$ cat src/rtl/mi_pkg.sv
`default_nettype none
// ----------------------------------------------------------------------------
// mi_pkg: shared types for the modular inverse unit
// Controller states, datapath commands and datapath status.
// ----------------------------------------------------------------------------
package mi_pkg;

   localparam int unsigned WIDTH_DEFAULT = 32;

   typedef enum logic [1:0] {
      S_IDLE,
      S_CHECK,
      S_DIVIDE,
      S_UPDATE
   } state_type;

   typedef struct packed {
      logic load;    // take a new operand pair
      logic start;   // begin one euclid iteration
      logic step;    // one division bit and one multiply bit
      logic update;  // rotate the remainder and coefficient pairs
      logic finish;  // write the result register
   } cmd_type;

   typedef struct packed {
      logic b_zero;  // divisor is zero, euclid loop has ended
   } status_type;

endpackage
`default_nettype wire

$ cat src/rtl/mi_datapath.sv
`default_nettype none
// ----------------------------------------------------------------------------
// mi_datapath: euclid datapath
// Restoring divider producing one quotient bit per cycle, fed straight into a
// double-and-add modular multiplier, plus the coefficient update and the
// result register.
// ----------------------------------------------------------------------------
module mi_datapath #(
   parameter int unsigned WIDTH = mi_pkg::WIDTH_DEFAULT
) (
   input  wire logic               clock,
   input  wire mi_pkg::cmd_type    cmd,
   input  wire logic [WIDTH-1:0]   modulus,
   input  wire logic [WIDTH-1:0]   value,
   output mi_pkg::status_type      status,
   output logic [WIDTH-1:0]        inverse,
   output logic [WIDTH-1:0]        common_divisor
);

   localparam int unsigned EXT_W = WIDTH + 2;

   logic [WIDTH-1:0] m_ff, m_in;
   logic [WIDTH-1:0] a_ff, a_in;
   logic [WIDTH-1:0] b_ff, b_in;
   logic [WIDTH-1:0] t1_ff, t1_in;
   logic [WIDTH-1:0] t2_ff, t2_in;
   logic [WIDTH-1:0] rem_ff, rem_in;
   logic [WIDTH-1:0] dvd_ff, dvd_in;
   logic [WIDTH-1:0] acc_ff, acc_in;
   logic [WIDTH-1:0] inv_ff, inv_in;
   logic [WIDTH-1:0] gcd_ff, gcd_in;

   logic [WIDTH:0]   shifted;
   logic             qbit;
   logic [EXT_W-1:0] m_ext, m2_ext, dbl, dbl_add;
   logic [WIDTH-1:0] acc_next;

   // one restoring division step
   always_comb begin
      shifted = {rem_ff, dvd_ff[WIDTH-1]};
      qbit    = (shifted >= {1'b0, b_ff});
   end

   // (2*acc + qbit*t2) mod m, all candidates formed side by side
   always_comb begin
      m_ext   = EXT_W'(m_ff);
      m2_ext  = EXT_W'({m_ff, 1'b0});
      dbl     = EXT_W'({acc_ff, 1'b0});
      dbl_add = dbl + EXT_W'(t2_ff);
      if (qbit) begin
         if (dbl_add >= m2_ext) begin
            acc_next = WIDTH'(dbl_add - m2_ext);
         end else if (dbl_add >= m_ext) begin
            acc_next = WIDTH'(dbl_add - m_ext);
         end else begin
            acc_next = WIDTH'(dbl_add);
         end
      end else begin
         if (dbl >= m_ext) begin
            acc_next = WIDTH'(dbl - m_ext);
         end else begin
            acc_next = WIDTH'(dbl);
         end
      end
   end

   always_comb begin
      m_in   = m_ff;
      a_in   = a_ff;
      b_in   = b_ff;
      t1_in  = t1_ff;
      t2_in  = t2_ff;
      rem_in = rem_ff;
      dvd_in = dvd_ff;
      acc_in = acc_ff;
      inv_in = inv_ff;
      gcd_in = gcd_ff;
      if (cmd.load) begin
         m_in  = modulus;
         t1_in = '0;
         t2_in = WIDTH'(modulus > WIDTH'(1));
         // a zero modulus ends at once with gcd equal to the value
         if (modulus == '0) begin
            a_in = value;
            b_in = '0;
         end else begin
            a_in = modulus;
            b_in = value;
         end
      end
      if (cmd.start) begin
         rem_in = '0;
         dvd_in = a_ff;
         acc_in = '0;
      end
      if (cmd.step) begin
         rem_in = qbit ? WIDTH'(shifted - {1'b0, b_ff}) : WIDTH'(shifted);
         dvd_in = {dvd_ff[WIDTH-2:0], 1'b0};
         acc_in = acc_next;
      end
      if (cmd.update) begin
         a_in  = b_ff;
         b_in  = rem_ff;
         t1_in = t2_ff;
         // (t1 - q*t2) mod m, wraps back into range
         t2_in = t1_ff - acc_ff + ((t1_ff < acc_ff) ? m_ff : '0);
      end
      if (cmd.finish) begin
         inv_in = (m_ff > WIDTH'(1)) ? t1_ff : '0;
         gcd_in = a_ff;
      end
   end

   always_ff @(posedge clock) begin
      m_ff   <= m_in;
      a_ff   <= a_in;
      b_ff   <= b_in;
      t1_ff  <= t1_in;
      t2_ff  <= t2_in;
      rem_ff <= rem_in;
      dvd_ff <= dvd_in;
      acc_ff <= acc_in;
      inv_ff <= inv_in;
      gcd_ff <= gcd_in;
   end

   assign status.b_zero  = (b_ff == '0);
   assign inverse        = inv_ff;
   assign common_divisor = gcd_ff;

endmodule
`default_nettype wire

$ cat src/rtl/mi_ctrl.sv
`default_nettype none
// ----------------------------------------------------------------------------
// mi_ctrl: euclid sequencer
// Walks each iteration through check, divide and update, counts the division
// bits and owns both handshakes.
// ----------------------------------------------------------------------------
module mi_ctrl #(
   parameter int unsigned WIDTH = mi_pkg::WIDTH_DEFAULT
) (
   input  wire logic               clock,
   input  wire logic               reset,
   input  wire logic               req_tvalid,
   output logic                    req_tready,
   output logic                    rsp_tvalid,
   input  wire logic               rsp_tready,
   input  wire mi_pkg::status_type status,
   output mi_pkg::cmd_type         cmd
);

   localparam int unsigned CNT_W = $clog2(WIDTH);

   mi_pkg::state_type state_ff, state_in;
   logic [CNT_W-1:0]  cnt_ff, cnt_in;
   logic              rsp_valid_ff, rsp_valid_in;
   logic              out_free;
   logic              cnt_last;

   assign out_free = !rsp_valid_ff || rsp_tready;
   assign cnt_last = (cnt_ff == CNT_W'(WIDTH - 1));

   always_comb begin
      state_in = state_ff;
      unique case (state_ff)
         mi_pkg::S_IDLE: begin
            if (req_tvalid) state_in = mi_pkg::S_CHECK;
         end
         mi_pkg::S_CHECK: begin
            if (!status.b_zero) begin
               state_in = mi_pkg::S_DIVIDE;
            end else if (out_free) begin
               state_in = mi_pkg::S_IDLE;
            end
         end
         mi_pkg::S_DIVIDE: begin
            if (cnt_last) state_in = mi_pkg::S_UPDATE;
         end
         mi_pkg::S_UPDATE: begin
            state_in = mi_pkg::S_CHECK;
         end
         default: state_in = mi_pkg::S_IDLE;
      endcase
   end

   always_comb begin
      cmd        = '0;
      req_tready = 1'b0;
      cnt_in     = cnt_ff;
      unique case (state_ff)
         mi_pkg::S_IDLE: begin
            req_tready = 1'b1;
            cmd.load   = req_tvalid;
         end
         mi_pkg::S_CHECK: begin
            cmd.start  = !status.b_zero;
            cmd.finish = status.b_zero && out_free;
            cnt_in     = '0;
         end
         mi_pkg::S_DIVIDE: begin
            cmd.step = 1'b1;
            cnt_in   = cnt_ff + CNT_W'(1);
         end
         mi_pkg::S_UPDATE: begin
            cmd.update = 1'b1;
         end
         default: begin
            cmd = '0;
         end
      endcase
   end

   always_comb begin
      rsp_valid_in = rsp_valid_ff;
      if (rsp_tready) rsp_valid_in = 1'b0;
      if (cmd.finish) rsp_valid_in = 1'b1;
   end

   always_ff @(posedge clock) begin
      if (reset) begin
         state_ff     <= mi_pkg::S_IDLE;
         cnt_ff       <= '0;
         rsp_valid_ff <= 1'b0;
      end else begin
         state_ff     <= state_in;
         cnt_ff       <= cnt_in;
         rsp_valid_ff <= rsp_valid_in;
      end
   end

   assign rsp_tvalid = rsp_valid_ff;

   // an accepted pair always goes to the loop test next
   assert property (@(posedge clock) disable iff (reset)
      (req_tvalid && req_tready) |=> (state_ff == mi_pkg::S_CHECK))
      else $error("accepted pair did not start the loop");

   // the result register is never overwritten while still held
   assert property (@(posedge clock) disable iff (reset)
      cmd.finish |-> (!rsp_valid_ff || rsp_tready))
      else $error("result overwritten before transfer");

   // every division runs a full word of steps from a cleared count
   assert property (@(posedge clock) disable iff (reset)
      cmd.start |=> (state_ff == mi_pkg::S_DIVIDE && cnt_ff == '0))
      else $error("division did not start from a cleared count");

   // update only follows the last division step
   assert property (@(posedge clock) disable iff (reset)
      cmd.update |-> ($past(state_ff) == mi_pkg::S_DIVIDE && $past(cnt_last)))
      else $error("update without a complete division");

endmodule
`default_nettype wire

$ cat src/rtl/modular_inverse_unit.sv
`default_nettype none
// ----------------------------------------------------------------------------
// modular_inverse_unit: extended euclid modular inverse
// Takes a modulus and a value on the req stream, returns the inverse reduced
// into 0 .. modulus-1 and the gcd on the rsp stream.
//
// One operand pair per req transfer, one result per rsp transfer, in order.
// A pair is taken only while the unit is idle; req_tready is high then.
// Each euclid iteration passes through the check state, WIDTH steps on the
// restoring divider (the multiply-mod-m of the quotient rides along, one
// quotient bit per cycle), and the update state. After the last iteration
// the check state writes the result register and the unit returns to idle,
// where the next pair can be taken; at WIDTH = 32 there are at most 47
// iterations per item.
// The result sits in an output register, so the next pair is accepted as
// soon as the result is written, even while rsp_tready is low. If the last
// result is still held when a new one is ready, the unit waits in its check
// state until the rsp transfer happens.
// Reset clears the sequencer and the result valid flag; nothing else.
// A value of zero returns inverse 0 and gcd equal to the modulus.
// ----------------------------------------------------------------------------
module modular_inverse_unit #(
   parameter int unsigned WIDTH = mi_pkg::WIDTH_DEFAULT
) (
   input  wire logic                              clock,
   input  wire logic                              reset,
   input  wire logic                              req_tvalid,
   output logic                                   req_tready,
   // modulus, value
   input  wire logic [((2*WIDTH+7)/8)*8-1:0]      req_tdata,
   output logic                                   rsp_tvalid,
   input  wire logic                              rsp_tready,
   // inverse, common_divisor
   output logic [((2*WIDTH+7)/8)*8-1:0]           rsp_tdata
);

   localparam int unsigned DATA_W = ((2 * WIDTH + 7) / 8) * 8;

   mi_pkg::cmd_type    cmd;
   mi_pkg::status_type status;
   logic [WIDTH-1:0]   inverse;
   logic [WIDTH-1:0]   common_divisor;

   mi_ctrl #(
      .WIDTH(WIDTH)
   ) u_ctrl (
      .clock      (clock),
      .reset      (reset),
      .req_tvalid (req_tvalid),
      .req_tready (req_tready),
      .rsp_tvalid (rsp_tvalid),
      .rsp_tready (rsp_tready),
      .status     (status),
      .cmd        (cmd)
   );

   mi_datapath #(
      .WIDTH(WIDTH)
   ) u_datapath (
      .clock          (clock),
      .cmd            (cmd),
      .modulus        (req_tdata[WIDTH-1:0]),
      .value          (req_tdata[2*WIDTH-1:WIDTH]),
      .status         (status),
      .inverse        (inverse),
      .common_divisor (common_divisor)
   );

   assign rsp_tdata = DATA_W'({common_divisor, inverse});

endmodule
`default_nettype wire
$ cat config.mk
export PLATFORM = sky130hd
export DESIGN_NAME = modular_inverse_unit
export DESIGN_NICKNAME = d
export VERILOG_FILES = /design/src/rtl/mi_pkg.sv /design/src/rtl/mi_datapath.sv /design/src/rtl/mi_ctrl.sv /design/src/rtl/modular_inverse_unit.sv
export SDC_FILE = /design/constraint.sdc
export NUM_CORES = 1
export LEC_CHECK = 0
export ABC_AREA = 1
export ABC_CLOCK_PERIOD_IN_PS = 4450
export BUFFER_PORTS_ARGS = -buffer_cell sky130_fd_sc_hd__buf_4
export CORE_ASPECT_RATIO = 0.5
export CORE_UTILIZATION = 40
export DETAILED_ROUTE_END_ITERATION = 8
export PLACE_DENSITY_LB_ADDON = 0.12
export REMOVE_ABC_BUFFERS = 1
export SETUP_SLACK_MARGIN = 0.5
export SLEW_MARGIN = 40
export SYNTH_ARGS = -nofsm -noshare
export SYNTH_HDL_FRONTEND = slang
export SYNTH_SLANG_ARGS = --single-unit
$ cat constraint.sdc
create_clock -name clock -period 4.45 [get_ports clock]
set_clock_uncertainty 0.2 [all_clocks]
set_input_delay 0.2225 -clock clock [delete_from_list [all_inputs] [get_ports clock]]
set_output_delay 0.2225 -clock clock [all_outputs]
set_load 0.05 [all_outputs]
Word level (Yosys, flattened, before mapping)
Cells that the tools add are included.
{"block": "totals", "in_bits": 68, "regBits": 328, "word_cells": 83, "output_inout_bits": 66}
{"block": "classes", "eq_ne": 7, "addsub": 8, "muxes": 35, "n_reduce_logical": 12, "order_cmp": 7}
{"operator": "$mux W32", "n": 21}
{"operator": "$sub A32 B32 Y32", "n": 5}
{"operator": "$ge A33 B32 Y1", "n": 2}
{"operator": "$gt A32 B1 Y1 const B", "n": 2}
{"operator": "$logic_not A32 Y1", "n": 2}
{"operator": "$add A33 B32 Y34", "n": 1}
{"operator": "$ge A34 B32 Y1", "n": 1}
{"operator": "$ge A34 B33 Y1", "n": 1}
{"operator": "$add A32 B32 Y32", "n": 1}
{"operator": "$lt A32 B32 Y1", "n": 1}
{"operator": "$pmux W5 S2", "n": 1}
{"operator": "$mux W1", "n": 8}
{"operator": "$mux W2", "n": 4}
{"operator": "$pmux W2 S4", "n": 1}
{"operator": "$reduce_bool A2 Y1", "n": 4}
{"operator": "$add A5 B1 Y5 const B", "n": 1}
{"operator": "$eq A5 B5 Y1 const B", "n": 1}
{"operator": "$eq A2 B2 Y1 const B", "n": 2}
{"operator": "$ne A3 B3 Y1 const B", "n": 1}
{"operator": "$reduce_and A3 Y1", "n": 1}
{"operator": "$eq A2 B1 Y1 const B", "n": 1}
{"operator": "$logic_not A1 Y1", "n": 2}
{"operator": "$logic_not A2 Y1", "n": 1}
{"operator": "$ne A2 B1 Y1 const B", "n": 1}
{"operator": "3 further kinds", "n": 3}

Longest topological paths before layout
Gate-level depths: netlist (run 1).
{"block": "logic_depth", "ltp_word": 6, "depth_mapped": 33, "ltp_nobuf": 32}

Cells and area by module
A second synthesis (run 1) with hierarchy kept.
{"block": "unflattened", "hier_cells": 3695, "area_unflattened_um2": 27762.9}
{"module": "mi_datapath", "area_per_inst_um2": 27276.2, "cells_per_inst": 3630, "instances": 1, "seq_area_each_um2": 9599.2}
{"module": "mi_ctrl", "area_per_inst_um2": 486.7, "cells_per_inst": 65, "instances": 1, "seq_area_each_um2": 160.2}

Least setup slack after synthesis (run 1)
Ideal clock, no wire load.
{"block": "synth_path", "path_type": "reg-to-reg", "startpoint": "register u_ctrl.state_ff[0]", "endpoint": "register u_datapath.a_ff[0], enable pin", "period_less_slack_ns": 4.762, "path_stages_with_launch": 7, "arrival_ns": 3.449, "t_required_ns": 3.137, "path_buffers": 3, "setup_time_ns": 1.113, "slack_ns": -0.312, "cell_sequence": "dfxtp_1 > ha_1 > clkbuf_1 > inv_1 > clkbuf_1 > clkbuf_1 > nand2_1"}
{"block": "synth_via", "elab_chain_len": 3, "word_cells_on_any_way": 5, "cone_classes": "eq/ne (1); mux (2); reduce/logical (2)"}
{"item": "start: declaration", "line": "mi_ctrl.sv:22", "text": "mi_pkg::state_type state_ff, state_in;"}
{"item": "start signal: assignment", "line": "mi_ctrl.sv:89", "text": "state_ff <= mi_pkg::S_IDLE;"}
{"item": "start signal: assignment", "line": "mi_ctrl.sv:93", "text": "state_ff <= state_in;"}
{"item": "$eq A2 B2 Y1 / $logic_not A2 Y1 (equally long branches)", "line": "mi_ctrl.sv:58", "text": "unique case (state_ff)"}
{"item": "$mux W1", "line": "mi_ctrl.sv:58"}
{"item": "$reduce_bool A2 Y1 (no line) (*)"}
{"item": "end signal: assignment", "line": "mi_datapath.sv:116", "text": "a_ff <= a_in;"}
{"item": "end: declaration", "line": "mi_datapath.sv:23", "text": "logic [WIDTH-1:0] a_ff, a_in;"}
Mark *: on every way between the ends. The rest lies on a longest branch, timed or not.
A chain may end at the register's enable or synchronous reset.

Worst setup path after layout (run 1)
{"block": "layout_path", "startpoint": "register u_datapath.t2_ff[1]", "endpoint": "register u_datapath.acc_ff[2], data pin"}
{"block": "layout_via", "elab_chain_len": 6, "word_cells_on_any_way": 9, "cone_classes": "add/sub (3); order compare (2); mux (4)"}
{"item": "start: declaration", "line": "mi_datapath.sv:26", "text": "logic [WIDTH-1:0] t2_ff, t2_in;"}
{"item": "start signal: assignment", "line": "mi_datapath.sv:119", "text": "t2_ff <= t2_in;"}
{"item": "$add A33 B32 Y34 (*)", "line": "mi_datapath.sv:49", "text": "dbl_add = dbl + EXT_W'(t2_ff);"}
{"item": "$sub A32 B32 Y32 / $ge A34 B32 Y1 (equally long branches)", "line": "mi_datapath.sv:54, mi_datapath.sv:53"}
{"item": "$mux W32", "line": "mi_datapath.sv:53", "text": "end else if (dbl_add >= m_ext) begin"}
{"item": "$mux W32 (*)", "line": "mi_datapath.sv:51", "text": "if (dbl_add >= m2_ext) begin"}
{"item": "$mux W32 (*)", "line": "mi_datapath.sv:50", "text": "if (qbit) begin"}
{"item": "$mux W32 (*)", "line": "mi_datapath.sv:96", "text": "if (cmd.step) begin"}
{"item": "end signal: assignment", "line": "mi_datapath.sv:122", "text": "acc_ff <= acc_in;"}
{"item": "end: declaration", "line": "mi_datapath.sv:29", "text": "logic [WIDTH-1:0] acc_ff, acc_in;"}
Marked as above.

==> results of run 1 <==
## per-layer routing
metal / part of all wire (%) / GRT usage [%] / vias up
met3: 10 / 7.29 / 145
li1: - / - / 14100
met1: 45 / 48.1 / 14400
met2: 42 / 48.7 / 1252
met5: 0 / 0 / -
met4: 2.3 / 7.42 / 0
## worst max-delay path, delay by kind of cell (launching register included)
family	cells	cell delay, ns
and+or+nand+nor	10	0.87
xor gates and xnor gates	1	0.15
buffers and inverters	10	1.15
adders and majority gates	3	0.76
AOI/OAI and AO/OA	5	0.95
DFF	1	0.44
## registers in the layout (all words and copies together), names as in the netlist, 32 cells and up
name and count:
u_datapath.rem_ff 32, u_datapath.b_ff 32, u_datapath.t2_ff 32, u_datapath.acc_ff 32, u_datapath.dvd_ff 32, u_datapath.common_divisor 32, u_datapath.a_ff 32, u_datapath.t1_ff 32
u_datapath.inverse 32, u_datapath.m_ff 32
## final timing paths
path | from | to
max | u_datapath.t2_ff[1] | u_datapath.acc_ff[2]
min | req_tdata[11] | u_datapath.m_ff[11]
max reg2reg | u_datapath.t2_ff[1] | u_datapath.acc_ff[2]
min reg2reg | u_datapath.a_ff[1] | u_datapath.common_divisor[1]
## power groups by stage
stage / logic, W / clock network [W] / registers [W]
floorplan: 0.00629 / 0 / 0.00407
global placement: 0.0120 / 0 / 0.00415
detailed placement: 0.0121 / 0 / 0.00416
CTS: 0.0140 / 0.00314 / 0.00411
global route: 0.0174 / 0.00325 / 0.00415
finish: 0.0163 / 0.00310 / 0.00414
## final cells by class
cell class / count / area, sq um / area share, %
inverter: 596 / 2270 / 5.59
clock buffer: 46 / 1010 / 2.49
sequential: 328 / 9760 / 24.0
clock inverter: 19 / 164 / 0.403
timing repair buffer: 915 / 7690 / 18.9
multi-input combinational: 2694 / 18600 / 45.8
tap: 897 / 1120 / 2.76
## per-stage QoR
stage | instance area (sq um) | worst slack, ns
final | 40600 | -0.276
after global routing | 40600 | -0.431
after CTS | 38300 | -0.144
after detailed placement | 34200 | -0.698
after global placement | 34200 | -0.604
after floorplan | 27400 | -2.27
## cell usage in the layout (no fill, tap or decap), types with 35 or more instances in the layout
cell type	n
a21oi_1	205
a21oi_2	105
buf_4	757
buf_6	55
clkbuf_16	41
dlygate4sd3_1	69
edfxtp_1	319
ha_1	143
ha_4	86
inv_1	523
inv_2	62
nand2_1	748
nand2_2	95
nand2_4	38
nand3_1	152
nand4_1	47
nor2_1	268
o21ai_0	220
o21ai_1	35
xor2_1	56
## cells by family after synthesis
kind of cell,Yosys count
flops,328
fa+ha+maj,265
simple gates,1553
xor+xnor,97
buf+inv,677
compound gates,779
## synthesized netlist by cell type, types with 20 or more instances
library cell / number
clkbuf_1: 37
ha_1: 229
nor3_1: 44
a31oi_1: 29
xor2_1: 61
a21oi_1: 330
o21bai_1: 35
nor4_1: 23
or2_2: 20
a21o_1: 22
nand4_1: 47
inv_1: 588
o21ai_0: 267
buf_2: 21
nand2_1: 860
edfxtp_1: 319
nor2_1: 314
nand2_2: 21
nand3_1: 180
xnor2_1: 36
fa_1: 36
## repair_timing
action	4_1_cts	5_1_grt
gates cloned	4	5
resized for setup	376	413
setup buffers	57	49
pin swaps	77	188
endpoints found under the hold margin	105	0
hold buffers	69	0
endpoints found under the setup margin	61	61
==> metrics.md, run 1 <==
| Metric | Value |
|---|---|
| Vias in the first global route | 28,300 |
| Worst path required time | 4.65 ns |
| Status | finished with violations |
| Max stage delay on crit path | 0.44 ns |
| CTS tree | done |
| CP Class | reg2reg |
| Share of power burned in registers | 17.6% |
| Seq/Total Area, Yosys | 35.1% |
| Initial antenna violation count | 2 |
| Fraction of registers with async set or reset after synthesis | 0% |
| Simple-gate portion of the synthesized area | 23.7% |
| Site Rows | 67 |
| Setup ws final | -0.276 ns |
| Layout cell share with drive strength beyond 1 | 33.1% |
| Fmax | 212 MHz |
| Routed Antenna Nets | 0 |
| Period minus WS final | 4.73 ns |
| Failing checks | setup timing |
| Total CTS buffers | 36 |
| Clock share of power | 13.2% |
| Maximum VDD drop | 253 uV |
| Power Total | 0.0236 W |
| Core area | 0.0678 sq mm |
| P_sw | 0.0108 W |
| Drt wl/cell | 22.0 um |
| FF+latch count, synth | 328 |
| Nets@finish | 4,904 |
| Hold depth | 2 |
| Final std cells w/o fill | 5,495 |
| Setup violators final | 51 |
| DR DRC count | 0 |
| Combinational share of power | 69.3% |
| Clock Sink Count | 328 |
| Synthesis Warnings | 0 |
| Gr usage total | 32.8% |
| Avg Synthesized Cell Area | 7.51 sq um |
| Final Hold Vio Count | 0 |
| Worst setup SP type | register |
| Compound-cell area share of the yosys netlist | 15.6% |
| Post-DP HPWL | 93,000 um |
| RSZ-0062 raised after global routing | yes |
| Post-synth top area share | 34.5% |
| Antenna Cells | 0 |
| H-tree levels | 2 |
| Worst Path Max Fanout | 6 |
| Final core occ | 59.9% |
| Crit path DAT | 4.93 ns |
| Crit-path most repeated cell | nand2_2 |
| CTS root buf | clkbuf_16 |
| Final WL | 121,000 um |
| Part of the cycle the worst path needs | 106% |
| Cell internal pwr | 0.0128 W |
| Reg2Reg Depth | 29 |
| Die Ht | 188 um |
| TNS Setup | -6.28 ns |
| Cells after synthesis | 3,699 |
| Die area | 0.0706 sq mm |
| Mux cell area share after synthesis | 0% |
| Sw Share | 45.7% |
| Worst-Margin Slew | 0.956 ns |
| Via density | 5.45 |
| Initial core utilization | 41.0% |
| Buffers on Ports | 133 |
| EDFF count, synth | 319 |
| Global-route wire length before repair | 173,000 um |
| Hold slack | 0.194 ns |
| Final Max Tran Viols | 0 |
| Yosys top cell by area | edfxtp_1 |
| Max_slew headroom | 36.3% |
| HP Class | in2reg |
| Inst Count DP | 5,246 |
| Slowest CP cell | edfxtp_1 |
| Largest family of logic cells by synthesized area | simple AND/OR/NAND/NOR gates |
| DRT Pass-1 Iters | 6 |
| Critical Path Sink Type | register |
| Register-to-register setup slack | -0.28 ns |
| MaxCap Viol Count | 0 |
| Top FF cell, synth | edfxtp_1 |
| # IOs | 134 |
| Fillers | 5,911 |
| Post-Syn Area | 0.0278 sq mm |
| Reg clk slew, reported paths | 0.07 ns |
| Pin count of the biggest net entering global routing | 98 |
| Adder-cell area share of the yosys netlist | 12.9% |
| Die span in x | 375 um |
| Leak | 18.5 nW |
| Pwr dens | 580 mW/mm^2 |
| P&R area growth vs syn | 46.2% |
| Synth cell types | 60 |
| GP Congestion | 1.05 |
| Clk_lat worst skew | 0.59 ns |
| Worst-case clock buffer depth | 3 |
| Vias | 29,900 |
| Grt total ovfl | 0 |
| Initial DRC count | 3,246 |
| Post-synthesis xor/xnor area fraction | 3.06% |
| Top cells by area, synth | edfxtp_1 34%, nand2_1 12%, ha_1 10% |
Note: power is estimated with default switching activity, not from simulation.
==> inputs of run 2 (changes only) <==
--- a/config.mk
+++ b/config.mk
@@ -15,4 +15,5 @@
 export REMOVE_ABC_BUFFERS = 1
 export SETUP_SLACK_MARGIN = 0.5
+export SKIP_LAST_GASP = 1
 export SLEW_MARGIN = 40
 export SYNTH_ARGS = -nofsm -noshare
--- a/constraint.sdc
+++ b/constraint.sdc
@@ -3,3 +3,3 @@
 set_input_delay 0.2225 -clock clock [delete_from_list [all_inputs] [get_ports clock]]
 set_output_delay 0.2225 -clock clock [all_outputs]
-set_load 0.05 [all_outputs]
+set_load 0.01 [all_outputs]
==> run 2 against run 1 <==
  * The run still ends with setup timing left
  * Critical endpoint is now u_datapath.t2_ff[24]
  * Worst setup slack better by 0.0080 ns
  * Non-clock buffer count is 13 higher
  * Via count is 0.15% higher
  * Sequential power hardly changed
  * Critical path depth is 3 lower
  * Global-route usage hardly changed
  * Maximum frequency is 0.17% higher
  * First-iteration DRC count is 1.0% lower
  * Routed wire length is 0.24% higher
  * Combinational power hardly changed
  * Register-to-register slack hardly changed
  * Power is 0.50% higher
==> metrics.md, run 2 (synthesis gave the netlist of run 1 again) <==
| Metric | Value |
|---|---|
| Status | finished with violations |
| Failing checks | setup timing |
| CTS root buf | clkbuf_16 |
| Setup violators final | 53 |
| Initial DRC count | 3,213 |
| Routed Antenna Nets | 0 |
| Most frequent cells in the layout | 764 x buf_4, 746 x nand2_1, 521 x inv_1, 319 x edfxtp_1, 272 x nor2_1 |
| Share of power burned in registers | 17.5% |
| Crit path DAT | 4.94 ns |
| CP Class | reg2reg |
| Global-route wire length before repair | 173,000 um |
| Final Hold Vio Count | 0 |
| Combinational share of power | 69.4% |
| Pre-CTS setup slack | -0.698 ns |
| Period minus WS final | 4.72 ns |
| MaxCap Viol Count | 0 |
| DR WL met2 | 51,100 um |
| DR DRC count | 0 |
| Antenna Cells | 0 |
| Vias | 30,000 |
| Cell internal pwr | 0.0128 W |
| Fmax | 212 MHz |
| Metal-1 WL | 54,600 um |
| Worst Path Max Fanout | 7 |
| Pwr dens | 583 mW/mm^2 |
| Gr usage total | 32.7% |
| Worst-case clock buffer depth | 3 |
| Sw Share | 45.7% |
| Part of the cycle the worst path needs | 106% |
| Final Max Tran Viols | 0 |
| Pin count of the biggest net entering global routing | 98 |
| Total CTS buffers | 36 |
| Site Rows | 67 |
| # IOs | 134 |
| Post-DP HPWL | 93,000 um |
| Final core occ | 59.9% |
| RSZ-0062 raised after global routing | yes |
| CTS tree | done |
| H-tree levels | 2 |
| DRT Pass-1 Iters | 8 |
| Leak | 18.6 nW |
| Max_slew headroom | 35.1% |
| Worst path required time | 4.67 ns |
| Die Ht | 188 um |
| Hold depth | 2 |
| Buffers on Ports | 133 |
| Hold EP | u_datapath.m_ff[11] |
| Critical Path Sink Type | register |
| Grt total ovfl | 0 |
| Layout cell share with drive strength beyond 1 | 33.3% |
| Die span in x | 375 um |
| Clock share of power | 13.1% |
| Met3 routed WL | 12,400 um |
| Initial core utilization | 41.0% |
| Maximum VDD drop | 259 uV |
| Drt wl/cell | 22.0 um |
| Clock Sink Count | 328 |
| Hold path startpoint | req_tdata[11] |
| Reg-to-Reg Start | u_datapath.acc_ff[9] |
| Initial antenna violation count | 3 |
| Vias in the first global route | 28,200 |
| P&R area growth vs syn | 46.2% |
| Commonest non-fill, non-tap cell in the layout | buf_4 |
| GP Congestion | 1.05 |
| Clk_lat worst skew | 0.59 ns |
| P_sw | 0.0108 W |
| Die area | 0.0706 sq mm |
| Final WL | 121,000 um |
| HP Class | in2reg |
| Core area | 0.0678 sq mm |
| Register-to-register setup slack | -0.27 ns |
| Worst setup SP type | register |
| Setup ws final | -0.268 ns |
| Max layer used | met4 |
| Via density | 5.44 |
| Reg clk slew, reported paths | 0.07 ns |
| RR Endpoint | u_datapath.t2_ff[24] |
| Worst-Margin Slew | 0.974 ns |
| Reg2Reg Depth | 26 |
| Nets@finish | 4,917 |
run 2: cell types whose count changed in the layout (fill, tap and decap cells not counted), moves of 4 or more:
cell	delta
buf_4	+7
buf_6	+10
ha_1	+4
ha_4	-4
inv_2	+5
nor2_1	+4
nor2_2	-4
o21ai_1	-9
o21ai_2	+8
run 2: metrics by stage:
| step | cells | total power (W) | setup TNS [ns] | cell area [sq um] | hold WS (ns) |
|---|---|---|---|---|---|
| detailed placement | 5246 | 0.0162 | -26.18 | 34200 | 0.235 |
| global route | 5508 | 0.0249 | -16.74 | 40600 | 0.180 |
| global placement | 5246 | 0.0162 | -24.07 | 34200 | 0.236 |
| finish | 5508 | 0.0237 | -8.74 | 40600 | 0.198 |
| floorplan | 3618 | 0.0104 | -464.48 | 27400 | 0.0916 |
| CTS | 5441 | 0.0210 | -4.42 | 38000 | 0.175 |
run 2: critical path, cell delays in order, from the launching register on:
cell	delay (ns)
edfxtp_1	0.50
buf_6	0.17
inv_1	0.09
ha_4	0.22
a21oi_2	0.10
o21ai_0	0.09
a21oi_1	0.19
nand2_1	0.12
nand3_2	0.12
nand2_4	0.07
clkinvlp_4	0.13
buf_12	0.12
buf_16	0.13
nand2_4	0.05
fa_1	0.55
inv_2	0.05
ha_4	0.28
nand2_4	0.06
nor3_4	0.25
nand3_2	0.14
nand3_4	0.11
a21boi_4	0.08
nor2_2	0.14
a21oi_2	0.09
buf_4	0.14
or2_4	0.22
a21oi_2	0.12
run 2: layout make-up:
cell class	instances	area, sq um
clock inverters	19	164
clock buffers	46	1010
well taps	897	1120
multi-input cells	2694	18500
flip-flops and latches	328	9760
fillers	5917	27200
inverters	596	2260
repair buffers	928	7790
run 2: how the worst max path moves through the flow:
| stage | from | end | slack (ns) | cells after the start |
|---|---|---|---|---|
| final | u_datapath.acc_ff[9] | u_datapath.t2_ff[24] | -0.27 | 26 |
| after global routing | u_datapath.acc_ff[9] | u_datapath.t2_ff[22] | -0.46 | 29 |
| after CTS | u_datapath.acc_ff[14] | u_datapath.t2_ff[26] | -0.17 | 27 |
| after detailed placement | u_datapath.acc_ff[19] | u_datapath.t2_ff[13] | -0.70 | 23 |
| after global placement | u_datapath.acc_ff[17] | u_datapath.t2_ff[26] | -0.60 | 24 |
| after floorplan | u_ctrl.state_ff[0] | u_datapath.a_ff[0] | -2.27 | 3 |
run 2: per-layer routing:
layer / track usage (%) / up-vias
li1: - / 14200
met1: 48.0 / 14400
met2: 48.8 / 1256
met3: 7.40 / 159
met4: 7.20 / 0
met5: 0 / -
run 2: power groups by stage:
stage                     Sequential [W]  Clock (W)  Combinational (W)
final                            0.00414    0.00310             0.0164
after global routing             0.00415    0.00325             0.0175
after CTS                        0.00411    0.00314             0.0137
after detailed placement         0.00416          0             0.0121
after global placement           0.00415          0             0.0120
after floorplan                  0.00407          0            0.00628
run 2: timing repair:
item | in CTS | in global routing
hold buffers | 69 | 0
cloned | 4 | 6
hold endpoints to repair | 105 | 0
gates resized for setup | 317 | 473
setup endpoints to repair | 61 | 61
pin swaps | 74 | 223
setup buffers | 57 | 61
